**src/sv/ctbm_pkg.sv**
```systemverilog
// Shared constants, types and arithmetic helpers of the block tridiagonal matvec.
package ctbm_pkg;

    localparam int DATA_WIDTH = 32;
    localparam int FRAC_BITS  = 16;
    localparam int PROD_W     = 2 * DATA_WIDTH - FRAC_BITS;
    localparam int WIDE_W     = 2 * DATA_WIDTH + 2;

    localparam int NUM_REGS  = 5;
    localparam int REG_IDX_W = $clog2(NUM_REGS);
    localparam int ADDR_W    = REG_IDX_W + 2;

    localparam int OUT_DEPTH = 4;
    localparam int PTR_W     = $clog2(OUT_DEPTH);
    localparam int CNT_W     = $clog2(OUT_DEPTH + 1);

    typedef logic signed [DATA_WIDTH-1:0] t_data;
    typedef logic signed [PROD_W-1:0]     t_prod;
    typedef logic signed [WIDE_W-1:0]     t_wide;

    typedef enum logic [REG_IDX_W-1:0] {
        REG_TAU1  = 3'd0,
        REG_TAU2  = 3'd1,
        REG_ALPHA = 3'd2,
        REG_BETA  = 3'd3,
        REG_SIGMA = 3'd4
    } t_reg_idx;

    localparam t_data TAU1_RST  = t_data'(0);
    localparam t_data TAU2_RST  = t_data'(0);
    localparam t_data ALPHA_RST = t_data'(131072);
    localparam t_data BETA_RST  = t_data'(357171);
    localparam t_data SIGMA_RST = t_data'(0);

    localparam t_wide ONE_W  = t_wide'(1) <<< FRAC_BITS;
    localparam t_wide MAX_W  = t_wide'({1'b0, {(DATA_WIDTH-1){1'b1}}});
    localparam t_wide MIN_W  = -MAX_W - t_wide'(1);

    typedef struct packed {
        logic  vld;
        logic  last;
        t_data lap1;
        t_data lap2;
        t_data x1;
        t_data x2;
    } t_job;

    typedef struct packed {
        logic  vld;
        logic  last;
        t_data lap;
        t_data x1;
        t_data x2;
    } t_lane_op;

    typedef struct packed {
        t_data tau;
        t_data k1;
        t_data k2;
    } t_coef;

    typedef struct packed {
        logic  vld;
        logic  last;
        t_data y;
    } t_lane_res;

    typedef struct packed {
        t_data y1;
        t_data y2;
        logic  last;
    } t_row;

    function automatic t_data sat_dw(input t_wide v);
        t_data r;
        if (v > MAX_W) begin
            r = MAX_W[DATA_WIDTH-1:0];
        end else if (v < MIN_W) begin
            r = MIN_W[DATA_WIDTH-1:0];
        end else begin
            r = v[DATA_WIDTH-1:0];
        end
        return r;
    endfunction

    // floor(a*b / 2^F)
    function automatic t_prod mul_trunc(input t_data a, input t_data b);
        logic signed [2*DATA_WIDTH-1:0] p;
        p = a * b;
        return t_prod'(p >>> FRAC_BITS);
    endfunction

    function automatic t_data lap_of(input t_data l, input t_data c, input t_data r);
        return sat_dw(t_wide'(l) - (t_wide'(c) <<< 1) + t_wide'(r));
    endfunction

    function automatic t_data sq_of(input t_data a);
        return sat_dw(t_wide'(mul_trunc(a, a)));
    endfunction

endpackage

```
**src/sv/ctbm_out_if.sv**
```systemverilog
// Output stream channel: one result row per transfer.
interface ctbm_out_if;
    import ctbm_pkg::*;

    logic  valid;
    logic  ready;
    t_data first_out;
    t_data second_out;
    logic  row_last;

    modport source (output valid, output first_out, output second_out, output row_last,
                    input ready);
    modport sink   (input valid, input first_out, input second_out, input row_last,
                    output ready);
endinterface

```
**src/sv/ctbm_merge.sv**
```systemverilog
// Merges the two lane results into rows and queues them for the output channel.
module ctbm_merge (
    input  logic                i_clk,
    input  logic                i_rst_n,
    input  ctbm_pkg::t_lane_res i_res_a,
    input  ctbm_pkg::t_lane_res i_res_b,
    ctbm_out_if.source          o_out
);
    import ctbm_pkg::*;

    t_row             r_mem [OUT_DEPTH];
    logic [PTR_W-1:0] r_wr;
    logic [PTR_W-1:0] r_rd;
    logic [CNT_W-1:0] r_cnt;
    logic [CNT_W-1:0] n_cnt;
    logic             w_push;
    logic             w_pop;
    t_row             w_row;

    assign w_push = i_res_a.vld & i_res_b.vld;
    assign w_pop  = o_out.valid & o_out.ready;

    always_comb begin
        w_row.y1   = i_res_a.y;
        w_row.y2   = i_res_b.y;
        w_row.last = i_res_a.last & i_res_b.last;
        n_cnt      = r_cnt;
        if (w_push && !w_pop) begin
            n_cnt = r_cnt + CNT_W'(1);
        end else if (!w_push && w_pop) begin
            n_cnt = r_cnt - CNT_W'(1);
        end
    end

    always_ff @(posedge i_clk) begin
        if (!i_rst_n) begin
            r_wr  <= '0;
            r_rd  <= '0;
            r_cnt <= '0;
        end else begin
            if (w_push) begin
                r_wr <= r_wr + PTR_W'(1);
            end
            if (w_pop) begin
                r_rd <= r_rd + PTR_W'(1);
            end
            r_cnt <= n_cnt;
        end
        if (w_push) begin
            r_mem[r_wr] <= w_row;
        end
    end

    assign o_out.valid      = (r_cnt != '0);
    assign o_out.first_out  = r_mem[r_rd].y1;
    assign o_out.second_out = r_mem[r_rd].y2;
    assign o_out.row_last   = r_mem[r_rd].last;

    a_lanes_lockstep: assert property (@(posedge i_clk) disable iff (!i_rst_n)
        i_res_a.vld == i_res_b.vld)
        else $error("lanes out of step");

    a_no_overflow: assert property (@(posedge i_clk) disable iff (!i_rst_n)
        w_push |-> (r_cnt < CNT_W'(OUT_DEPTH)) || w_pop)
        else $error("row queue overflow");

    a_cnt_grows: assert property (@(posedge i_clk) disable iff (!i_rst_n)
        w_push && !w_pop |=> r_cnt == $past(r_cnt) + CNT_W'(1))
        else $error("row queue count lost a push");

endmodule

```
**src/flat_wrapper.sv**
```systemverilog
// flat-port wrapper written by rule: the top's interface ports become plain ports
module ctbm_merge_flat import ctbm_pkg::*;
  (i_clk, i_rst_n, i_res_a, i_res_b, o_out_valid, o_out_first_out, o_out_second_out, o_out_row_last, o_out_ready);
  ctbm_out_if o_out_i ();
  input  logic i_clk;
  input  logic i_rst_n;
  input  ctbm_pkg::t_lane_res i_res_a;
  input  ctbm_pkg::t_lane_res i_res_b;
  output wire logic [$bits(o_out_i.valid)-1:0] o_out_valid;
  output wire logic [$bits(o_out_i.first_out)-1:0] o_out_first_out;
  output wire logic [$bits(o_out_i.second_out)-1:0] o_out_second_out;
  output wire logic [$bits(o_out_i.row_last)-1:0] o_out_row_last;
  input wire logic [$bits(o_out_i.ready)-1:0] o_out_ready;
  assign o_out_valid = o_out_i.valid;
  assign o_out_first_out = o_out_i.first_out;
  assign o_out_second_out = o_out_i.second_out;
  assign o_out_row_last = o_out_i.row_last;
  assign o_out_i.ready = o_out_ready;
  ctbm_merge u_core (.i_clk(i_clk), .i_rst_n(i_rst_n), .i_res_a(i_res_a), .i_res_b(i_res_b), .o_out(o_out_i));
endmodule
```
**config.mk**
```make
export PLATFORM = sky130hd
export DESIGN_NAME = ctbm_merge_flat
export DESIGN_NICKNAME = d
export VERILOG_FILES = /design/src/sv/ctbm_pkg.sv /design/src/sv/ctbm_out_if.sv /design/src/sv/ctbm_merge.sv /design/src/flat_wrapper.sv
export SDC_FILE = /design/constraint.sdc
export NUM_CORES = 1
export LEC_CHECK = 0
export BUFFER_PORTS_ARGS = -buffer_cell sky130_fd_sc_hd__buf_2
export CAP_MARGIN = 10
export CORE_UTILIZATION = 25
export DETAILED_ROUTE_END_ITERATION = 8
export PLACE_DENSITY = 0.45
export SYNTH_ARGS = -nofsm -noshare
export SYNTH_HDL_FRONTEND = slang
export SYNTH_SLANG_ARGS = --single-unit
```
**constraint.sdc**
```tcl
create_clock -name i_clk -period 7.4 [get_ports i_clk]
set_input_delay 0.74 -clock i_clk [delete_from_list [all_inputs] [get_ports i_clk]]
set_output_delay 0.74 -clock i_clk [all_outputs]
set_load 0.05 [all_outputs]
```
==> impl_metrics.py, run 1 <==
metrics = {
    "power": {
        "power_switching_mw": 1.35,
        "p_per_area_nw_per_um2": 350,
        "p_int_mw": 2.83,
        "swShare": 0.324,
        "ir_worst_vdd_uv": 227,
        "p_leak_nw": 3.85,
        "power_frac_seq": 0.433,
        "power_frac_comb": 0.260,
        "clockPowerShare": 0.307,
    },
    "synth": {
        "netlist_area_um2": 9890,
        "yosysSeqAreaShare": 0.808,
        "yosysWarnings": 0,
        "avgSynthCellArea_um2": 25.7,
        "synth.distinct_cells": 24,
        "syn-num-nets": 462,
        "ys_ff_latch": 269,
        "syn_inst": 385,
    },
    "sta": {
        "maxSlewHeadroom": 0.232,
        "hold_viol": 0,
        "tns_ns": 0,
        "whs_ns": 0.411,
        "drv_slew": 0,
        "fmaxAchievable_mhz": 270,
        "rsz0062_at_grt": "false",
        "timing.final.crit_share": 0.500,
        "fin_skew_ns": 0.00732,
        "min_period_ns": 3.70,
        "setup_violations": 0,
        "tightest_slew_ns": 1.15,
    },
    "die": {
        "num_rows": 72,
        "io_pins": 137,
        "die-width_um": 201,
        "die_h_um": 201,
        "start_util": 0.255,
        "core_region_area_um2": 38800,
        "die-area_um2": 40400,
    },
    "routing": {
        "drt_iter0_drc": 227,
        "first_pass_iters": 4,
        "vias": 4429,
        "wl_mm": 19.9,
        "postRouteAntennaNets": 0,
        "viasPerCell": 4.10,
        "drc": 0,
        "routedWlPerCell_um": 18.4,
    },
    "placed_design": {
        "dp_hpwl_mm": 11.1,
        "postPlaceCellArea_um2": 11100,
        "post-place-cells": 1026,
        "gp_congestion": 0.663,
        "numPortBuffers": 136,
    },
    "final_layout": {
        "nNetsFinal": 615,
        "drive_gt1_frac": 0.433,
        "area_delta_synth_final_pct": 20.7,
        "final_cell_mix": "260 x edfxtp_1, 136 x buf_2, 65 x mux4_2",
        "fin_cells": 1079,
        "final_common_cell": "edfxtp_1",
        "design_area_um2": 11900,
    },
    "critical_path": {
        "cp_slowest_cell": "buf_4",
        "worstPathArrival_ns": 2.96,
        "worstSetupPathType": "flip-flop to primary output",
        "crit_chain": "buf_4, mux4_2, buf_2",
        "worst_ep_required_time_ns": 6.66,
        "cp-start-kind": "flip-flop",
        "critPathBufInv": 2,
        "cp_max_fo": 41,
        "cp_top_family": "buffers and inverters",
        "slowest_delay_ns": 0.78,
        "endpoint_kind": "primary output",
    },
    "global_routing": {
        "grt_first_pass_wirelength_mm": 30.5,
        "grt-ovfl-total": 0,
        "grt_pass1_vias": 5045,
        "antenna_found_initial": 3,
        "grt_max_degree": 66,
        "grt_util_all_layers": 0.0999,
    },
    "clock_tree": {
        "clockBufferDepth": 3,
        "htreeDepth": 1,
        "cts_tree": "yes",
        "clock-root-buffer": "clkbuf_16",
        "post_cts_resized": 0,
        "path_clk_slew_ns": 0.06,
        "ctsHoldBuffers": 0,
        "post_cts_buffers": 0,
        "clock_latency_ns": 0.54,
        "cts_buffers": 28,
        "cts.sinks": 269,
    },
    "run": {
        "maxCapViolCount": 0,
    },
    "min_path": {
        "hold_class": "input port to flip-flop",
    },
    "status": {
        "outcome": "finished clean",
    },
}
## final timing paths
| check | startpoint | to | slack (ns) | depth (start not counted) |
|---|---|---|---|---|
| max | flip-flop | o_out_first_out[31] | 3.70 | 3 |
| min reg2reg | u_core.r_wr[1]$_SDFFE_PN0P_ | u_core.r_wr[1]$_SDFFE_PN0P_ | 0.52 | 2 |
| min | i_res_a[30] | u_core.r_mem[1][63]$_DFFE_PP_ | 0.41 | 1 |
| max reg2reg | u_core.r_cnt[0]$_SDFFE_PN0P_ | u_core.r_cnt[2]$_SDFFE_PN0P_ | 5.19 | 7 |
## final cells by class
cell class	count	area, um2
clock inverter	6	27.5
timing repair buffer	137	688
tap	518	648
sequential	269	8000
antenna	2	5.00
fill	3763	26900
inverter	4	15.0
clock buffer	45	806
multi-input combinational	98	1760
## sequential cells by signal (all words and copies together), names as in the netlist, named ones only
name,flops
u_core.r_wr,2
u_core.r_rd,2
u_core.r_cnt,3
u_core.r_mem,260
## power groups by stage
stage          combinational, mW  clock, mW  sequential (mW)
3_5_place_dp                1.11          0             1.85
4_1_cts                     1.11       1.33             1.82
5_1_grt                     1.15       1.39             1.83
2_1_floorplan              0.983          0             1.77
3_3_place_gp                1.10          0             1.84
6_report                    1.09       1.28             1.81
## kinds of logic after synthesis
| group | count (synthesis) | share of synthesized area |
|---|---|---|
| DFF | 269 | 0.808 |
| muxes | 66 | 0.149 |
| and+or+nand+nor | 16 | 0.00949 |
| adders and majority gates | 6 | 0.00835 |
| xor gates and xnor gates | 5 | 0.00443 |
| buffers and inverters | 18 | 0.0170 |
| AOI/OAI and AO/OA | 5 | 0.00417 |
## metrics by stage
stage,power [mW],util,setup slack [ns]
floorplan,2.75,-,4.65
global placement,2.94,0.286,4.16
detailed placement,2.96,0.286,4.11
CTS,4.26,0.307,3.54
global route,4.36,0.307,3.39
finish,4.18,0.308,3.70
## layer usage
| metal | GRT usage | vias to the layer above | share of wire |
|---|---|---|---|
| met5 | 0 | - | 0.00050 |
| met4 | 0.0330 | 2 | 0.023 |
| met3 | 0.0286 | 31 | 0.063 |
| met2 | 0.162 | 113 | 0.48 |
| met1 | 0.128 | 2329 | 0.43 |
| li1 | - | 1954 | - |
## synthesized netlist by cell type
cell type | instances | area, um2
o31ai_2 | 1 | 12.5
xor2_1 | 1 | 8.76
buf_12 | 5 | 100
clkbuf_1 | 1 | 3.75
edfxtp_1 | 260 | 7810
and2_1 | 6 | 37.5
or3_1 | 2 | 12.5
nor2b_1 | 1 | 6.26
a21boi_0 | 2 | 15.0
xnor2_1 | 4 | 35.0
mux2i_1 | 1 | 10.0
buf_2 | 6 | 30.0
buf_4 | 1 | 7.51
nand3_1 | 1 | 5.00
o21ai_0 | 1 | 5.00
inv_1 | 4 | 15.0
and3_1 | 4 | 25.0
buf_6 | 1 | 11.3
ha_1 | 5 | 62.6
nand2_1 | 2 | 7.51
dfxtp_1 | 9 | 180
o311ai_1 | 1 | 8.76
mux4_2 | 65 | 1460
fa_1 | 1 | 20.0
(Power assumes the default switching activity.)
==> run 2, diff against run 1 <==
--- a/config.mk
+++ b/config.mk
@@ -9,7 +9,7 @@
 export CAP_MARGIN = 10
 export CORE_UTILIZATION = 25
 export DETAILED_ROUTE_END_ITERATION = 8
-export PLACE_DENSITY = 0.45
+export PLACE_DENSITY = 0.47
 export SYNTH_ARGS = -nofsm -noshare
 export SYNTH_HDL_FRONTEND = slang
 export SYNTH_SLANG_ARGS = --single-unit
==> constraint.sdc (replaced) <==
create_clock -name i_clk -period 3.02 [get_ports i_clk]
set_input_delay 0.302 -clock i_clk [delete_from_list [all_inputs] [get_ports i_clk]]
set_output_delay 0.302 -clock i_clk [all_outputs]
set_load 0.05 [all_outputs]
==> run 2 against run 1 <==
Net effect:
- sequential power rose by 140%
- total power rose to 2.5 times the previous value
- sequential share of layout area fell by 4.4 points
- via count rose by 4.8%
- clock skew rose by 0.0019 ns
- clock-buffer cell count fell by 8
- global-route usage rose by 0.20 points
- register-to-register slack got worse by 4.4 ns
- design area rose by 7.0%
- utilization rose by 2.2 points
- critical endpoint is now o_out_first_out[4]
==> impl_metrics.py, run 2 (same netlist as run 1, synthesis figures left out) <==
metrics = {
    "status": {
        "outcome": "finished clean",
    },
    "sta": {
        "maxSlewHeadroom": 0.648,
        "whs_ns": 0.0657,
        "timing.final.crit_share": 0.831,
        "tightest_slew_ns": 0.527,
        "setup_violations": 0,
        "fmaxAchievable_mhz": 399,
        "rsz0062_at_grt": "false",
        "drv_slew": 0,
        "fin_ws_ns": 0.512,
        "fin_skew_ns": 0.00919,
        "min_period_ns": 2.51,
        "hold_viol": 0,
        "tns_ns": 0,
    },
    "power": {
        "power_frac_seq": 0.408,
        "clockPowerShare": 0.318,
        "p_per_area_nw_per_um2": 830,
        "p_leak_nw": 4.21,
        "p_int_mw": 7.23,
        "finalPower_mw": 10.6,
        "power_frac_comb": 0.274,
        "power_switching_mw": 3.37,
        "swShare": 0.318,
        "ir_worst_vdd_uv": 441,
    },
    "placed_design": {
        "post-place-cells": 1032,
        "dp_worst_setup_slack_ns": 0.866,
        "numPortBuffers": 136,
        "postPlaceCellArea_um2": 11200,
        "dp_hpwl_mm": 11.8,
        "gp_congestion": 0.659,
    },
    "die": {
        "core_region_area_um2": 38800,
        "die-width_um": 201,
        "num_rows": 72,
        "die_h_um": 201,
        "start_util": 0.255,
        "die-area_um2": 40400,
        "io_pins": 137,
    },
    "clock_tree": {
        "cts_tree": "yes",
        "clockBufferDepth": 3,
        "clock_latency_ns": 0.54,
        "cts.sinks": 269,
        "post_cts_buffers": 0,
        "cts_buffers": 29,
        "path_clk_slew_ns": 0.06,
        "htreeDepth": 1,
        "clock-root-buffer": "clkbuf_16",
    },
    "final_layout": {
        "nNetsFinal": 686,
        "num_antenna_cells": 0,
        "final_cell_mix": "260 x edfxtp_1, 136 x buf_2, 65 x mux4_2",
        "largest_reg_flops": 260,
        "seq_area_um2": 8000,
        "largest-register": "u_core.r_mem",
        "area_delta_synth_final_pct": 29.2,
        "final_common_cell": "edfxtp_1",
        "design_area_um2": 12800,
        "drive_gt1_frac": 0.405,
        "multi_input_area_um2": 1760,
        "post-route-util": 0.329,
        "fin_cells": 1148,
        "top_regs": "u_core.r_mem: 260 flops, u_core.r_cnt: 3 flops",
        "n_fill_cell": 3733,
    },
    "global_routing": {
        "grt_first_pass_wirelength_mm": 31.3,
        "grt_max_degree": 41,
        "grt_util_all_layers": 0.102,
        "antenna_found_initial": 0,
        "grt-ovfl-total": 0,
        "grt_pass1_vias": 5345,
    },
    "run": {
        "maxCapViolCount": 0,
    },
    "critical_path": {
        "endpoint_kind": "primary output",
        "worstPathArrival_ns": 2.21,
        "worstSetupPathType": "flip-flop to primary output",
        "worst_ep_required_time_ns": 2.72,
        "cp-start-kind": "flip-flop",
        "cp_max_fo": 36,
    },
    "routing": {
        "routedWlPerCell_um": 17.6,
        "drt_iter0_drc": 135,
        "viasPerCell": 4.04,
        "drc": 0,
        "vias": 4643,
        "first_pass_iters": 4,
        "postRouteAntennaNets": 0,
        "wl_mm": 20.2,
    },
    "min_path": {
        "hold_class": "input port to flip-flop",
    },
}
run 2: final cells by class:
type,count,area share
clock buffers,37,0.0591
clock inverters,15,0.0117
inverters,4,0.00117
multi-input cells,98,0.137
flip-flops and latches,269,0.626
well taps,518,0.0507
repair buffers,207,0.114
run 2: power groups by stage:
stage / combinational (mW) / sequential [mW] / clock, mW
floorplan: 2.41 / 4.34 / 0
global placement: 2.88 / 4.39 / 0
detailed placement: 2.89 / 4.41 / 0
CTS: 2.97 / 4.33 / 3.51
global route: 3.07 / 4.34 / 3.64
finish: 2.90 / 4.32 / 3.37
run 2: worst paths after layout:
check | from | to | slack, ns | cells past startpoint
worst min register to register | u_core.r_wr[1]$_SDFFE_PN0P_ | u_core.r_wr[1]$_SDFFE_PN0P_ | 0.54 | 2
worst max-delay path | flip-flop | o_out_first_out[4] | 0.51 | 3
worst min-delay path | i_rst_n | u_core.r_cnt[0]$_SDFFE_PN0P_ | 0.07 | 2
worst max register to register | u_core.r_cnt[0]$_SDFFE_PN0P_ | u_core.r_cnt[2]$_SDFFE_PN0P_ | 0.83 | 7
run 2: worst max-delay path, stage by stage, from the launching register on:
cell and delay (ns):
dfxtp_4 0.68, buf_12 0.32, mux4_2 0.39, buf_2 0.24
run 2: timing repair:
action | 4_1_cts | 5_1_grt
gates resized for setup | 0 | 0
endpoints found under the hold margin | 256 | 0
hold buffers | 64 | 0
run 2: metal layers:
metal / GRT usage / wire length (um) / part of all wire / vias up
met5: 0 / 0 / 0 / -
met4: 0.0286 / 515 / 0.025 / 0
met3: 0.0276 / 1020 / 0.050 / 32
met2: 0.183 / 10400 / 0.51 / 98
met1: 0.119 / 8290 / 0.41 / 2415
li1: - / - / - / 2098
==> run 3, diff against run 2 <==
==> constraint.sdc (replaced) <==
create_clock -name i_clk -period 2.1 [get_ports i_clk]
set_input_delay 0.21 -clock i_clk [delete_from_list [all_inputs] [get_ports i_clk]]
set_output_delay 0.21 -clock i_clk [all_outputs]
set_load 0.05 [all_outputs]
==> run 3 against run 2 <==
Net effect:
- the run now ends with setup timing left
- worst hold slack worse by 0.015 ns
- final cell count increased by 2.2%
- design area up 6.0%
- global-route usage is essentially flat
- first-iteration DRC count increased by 50%
- via count is 3.5% higher
- sequential share of layout area is 3.6 points lower
- sequential power rose by 42%
- critical path depth grew 1
- clock power rose by 44%
- largest power group unchanged
- highest routed layer is now met5
==> impl_metrics.py, run 3 (same netlist as run 1, synthesis figures left out) <==
metrics = {
    "status": {
        "outcome": "complete, but fails checks",
        "violations": "setup timing",
    },
    "power": {
        "finalPower_mw": 16.6,
        "p_per_area_nw_per_um2": 1220,
        "ir_worst_vdd_uv": 871,
        "p_leak_nw": 4.51,
    },
    "final_layout": {
        "multi_input_area_um2": 1770,
        "drive_gt1_frac": 0.428,
        "largest_reg_flops": 260,
        "n_fill_cell": 3661,
        "largest-register": "u_core.r_mem",
        "post-route-util": 0.349,
        "final_common_cell": "edfxtp_1",
        "nNetsFinal": 709,
        "top_regs": "u_core.r_mem: 260 flops, u_core.r_cnt: 3 flops",
        "area_delta_synth_final_pct": 37.0,
        "design_area_um2": 13600,
        "seq_area_um2": 8000,
        "final_cell_mix": "260 x edfxtp_1, 71 x buf_2, 67 x dlygate4sd3_1",
    },
    "placed_design": {
        "postPlaceCellArea_um2": 11300,
        "gp_congestion": 0.666,
        "dp_hpwl_mm": 11.4,
        "dp_worst_setup_slack_ns": -0.0160,
        "numPortBuffers": 136,
    },
    "global_routing": {
        "grt_util_all_layers": 0.101,
        "met2_usage": 0.181,
        "grt-ovfl-total": 0,
        "busiest_layer": "met2",
        "grt_first_pass_wirelength_mm": 31.4,
        "grt_pass1_vias": 5452,
        "grt_util_met3": 0.0312,
        "grt_max_degree": 66,
        "antenna_found_initial": 2,
        "gr-usage-met1": 0.118,
    },
    "critical_path": {
        "worstPathArrival_ns": 1.97,
        "r2r_end": "u_core.r_cnt[2]$_SDFFE_PN0P_",
        "r2r_setup_slack_ns": 0.09,
        "cp_top_family": "multiplexers",
        "cp_max_fo": 8,
        "timing.rr.start": "u_core.r_cnt[1]$_SDFFE_PN0P_",
        "critPathBufInv": 3,
        "endpoint_kind": "primary output",
        "crit_chain": "buf_12, clkbuf_16, mux4_2, buf_6",
        "slowest_delay_ns": 0.54,
        "reg2reg_depth": 7,
        "cp-start-kind": "flip-flop",
        "worst_ep_required_time_ns": 1.89,
        "worstSetupPathType": "flip-flop to primary output",
        "cp_slowest_cell": "mux4_2",
    },
    "sta": {
        "whs_ns": 0.0506,
        "timing.final.crit_share": 1.04,
        "fin_ws_ns": -0.0843,
        "rsz0062_at_grt": "true",
        "fmaxAchievable_mhz": 458,
        "drv_slew": 0,
        "hold_viol": 0,
        "maxSlewHeadroom": 0.697,
        "setup_violations": 65,
        "fin_skew_ns": 0.0149,
        "tightest_slew_ns": 0.454,
        "min_period_ns": 2.18,
    },
    "clock_tree": {
        "clockBufferDepth": 3,
        "clock_latency_ns": 0.55,
        "cts_buffers": 30,
        "htreeDepth": 1,
        "clock-root-buffer": "clkbuf_16",
        "cts_tree": "yes",
        "cts.sinks": 269,
        "path_clk_slew_ns": 0.06,
    },
    "die": {
        "start_util": 0.255,
        "die-area_um2": 40400,
        "num_rows": 72,
        "die-width_um": 201,
        "core_region_area_um2": 38800,
        "die_h_um": 201,
        "io_pins": 137,
    },
    "min_path": {
        "whs_endpoint": "u_core.r_mem[1][0]$_DFFE_PP_",
        "holdPathStages": 2,
        "hold_class": "input port to flip-flop",
        "holdCritStartpoint": "i_res_b[32]",
    },
    "routing": {
        "drc": 0,
        "postRouteAntennaNets": 0,
        "viasPerCell": 4.10,
        "vias": 4805,
        "routedWlPerCell_um": 18.2,
        "drt_iter0_drc": 203,
        "first_pass_iters": 6,
        "wl_mm": 21.4,
    },
    "run": {
        "maxCapViolCount": 0,
    },
}
[run 3: changes by cell type in the layout (fill, tap and decap cells not counted), sizes merged]
cell and change:
buf +14, clkinv +4, clkinvlp +3, dlygate4sd3 +3, bufinv -2, clkbuf +2, diode +1
[run 3: how the worst max path moves through the flow]
stage | from | end | slack (ns) | depth (start not counted)
2_1_floorplan | u_core.r_cnt[0]$_SDFFE_PN0P_ | u_core.r_cnt[2]$_SDFFE_PN0P_ | 0.11 | 7
3_3_place_gp | u_core.r_cnt[2]$_SDFFE_PN0P_ | u_core.r_cnt[2]$_SDFFE_PN0P_ | 0.05 | 7
3_5_place_dp | u_core.r_cnt[2]$_SDFFE_PN0P_ | u_core.r_cnt[2]$_SDFFE_PN0P_ | -0.02 | 7
4_1_cts | flip-flop | o_out_second_out[13] | -0.21 | 3
5_1_grt | flip-flop | o_out_second_out[6] | -0.16 | 4
6_report | flip-flop | o_out_first_out[21] | -0.08 | 4
[run 3: worst reg2reg max path: stages, from the launching register on]
cell and delay, ns:
dfxtp_1 0.33, o31ai_4 0.27, ha_2 0.23, inv_1 0.06, fa_1 0.44, xor2_1 0.18, or3_1 0.31, a21boi_1 0.13
[run 3: routing by layer]
layer | up-vias | part of all wire
li1 | 2145 | -
met1 | 2509 | 0.42
met2 | 115 | 0.51
met3 | 34 | 0.054
met4 | 2 | 0.019
met5 | - | 0.00061
[run 3: power breakdown]
part | switching (mW) | internal [mW] | leakage, nW
combinational | 3.11 | 2.47 | 1.63
clock | 2.05 | 2.79 | 0.441
sequential | 0.0873 | 6.07 | 2.44
total | 5.25 | 11.3 | 4.51
[run 3: area by class of cell]
cell class | count | area share
Antenna cell | 1 | 0.000185
Clock buffer | 34 | 0.0581
Clock inverter | 20 | 0.00960
Inverter | 4 | 0.00111
Multi-Input combinational cell | 98 | 0.130
Sequential cell | 269 | 0.590
Tap cell | 518 | 0.0478
Timing Repair Buffer | 229 | 0.163
[run 3: stage by stage]
stage	setup TNS [ns]	cells
2_1_floorplan	0	385
3_3_place_gp	0	1038
3_5_place_dp	-0.0160	1038
4_1_cts	-10.15	1159
5_1_grt	-8.32	1173
6_report	-2.83	1173
[run 3: repair_timing]
item / 4_1_cts / 5_1_grt
resized for setup: 69 / 103
endpoints found under the hold margin: 265 / 0
setup endpoints to repair: 66 / 66
gates cloned: 0 / 7
hold buffers: 67 / 0
pin swaps: 0 / 3
setup buffers: 0 / 6
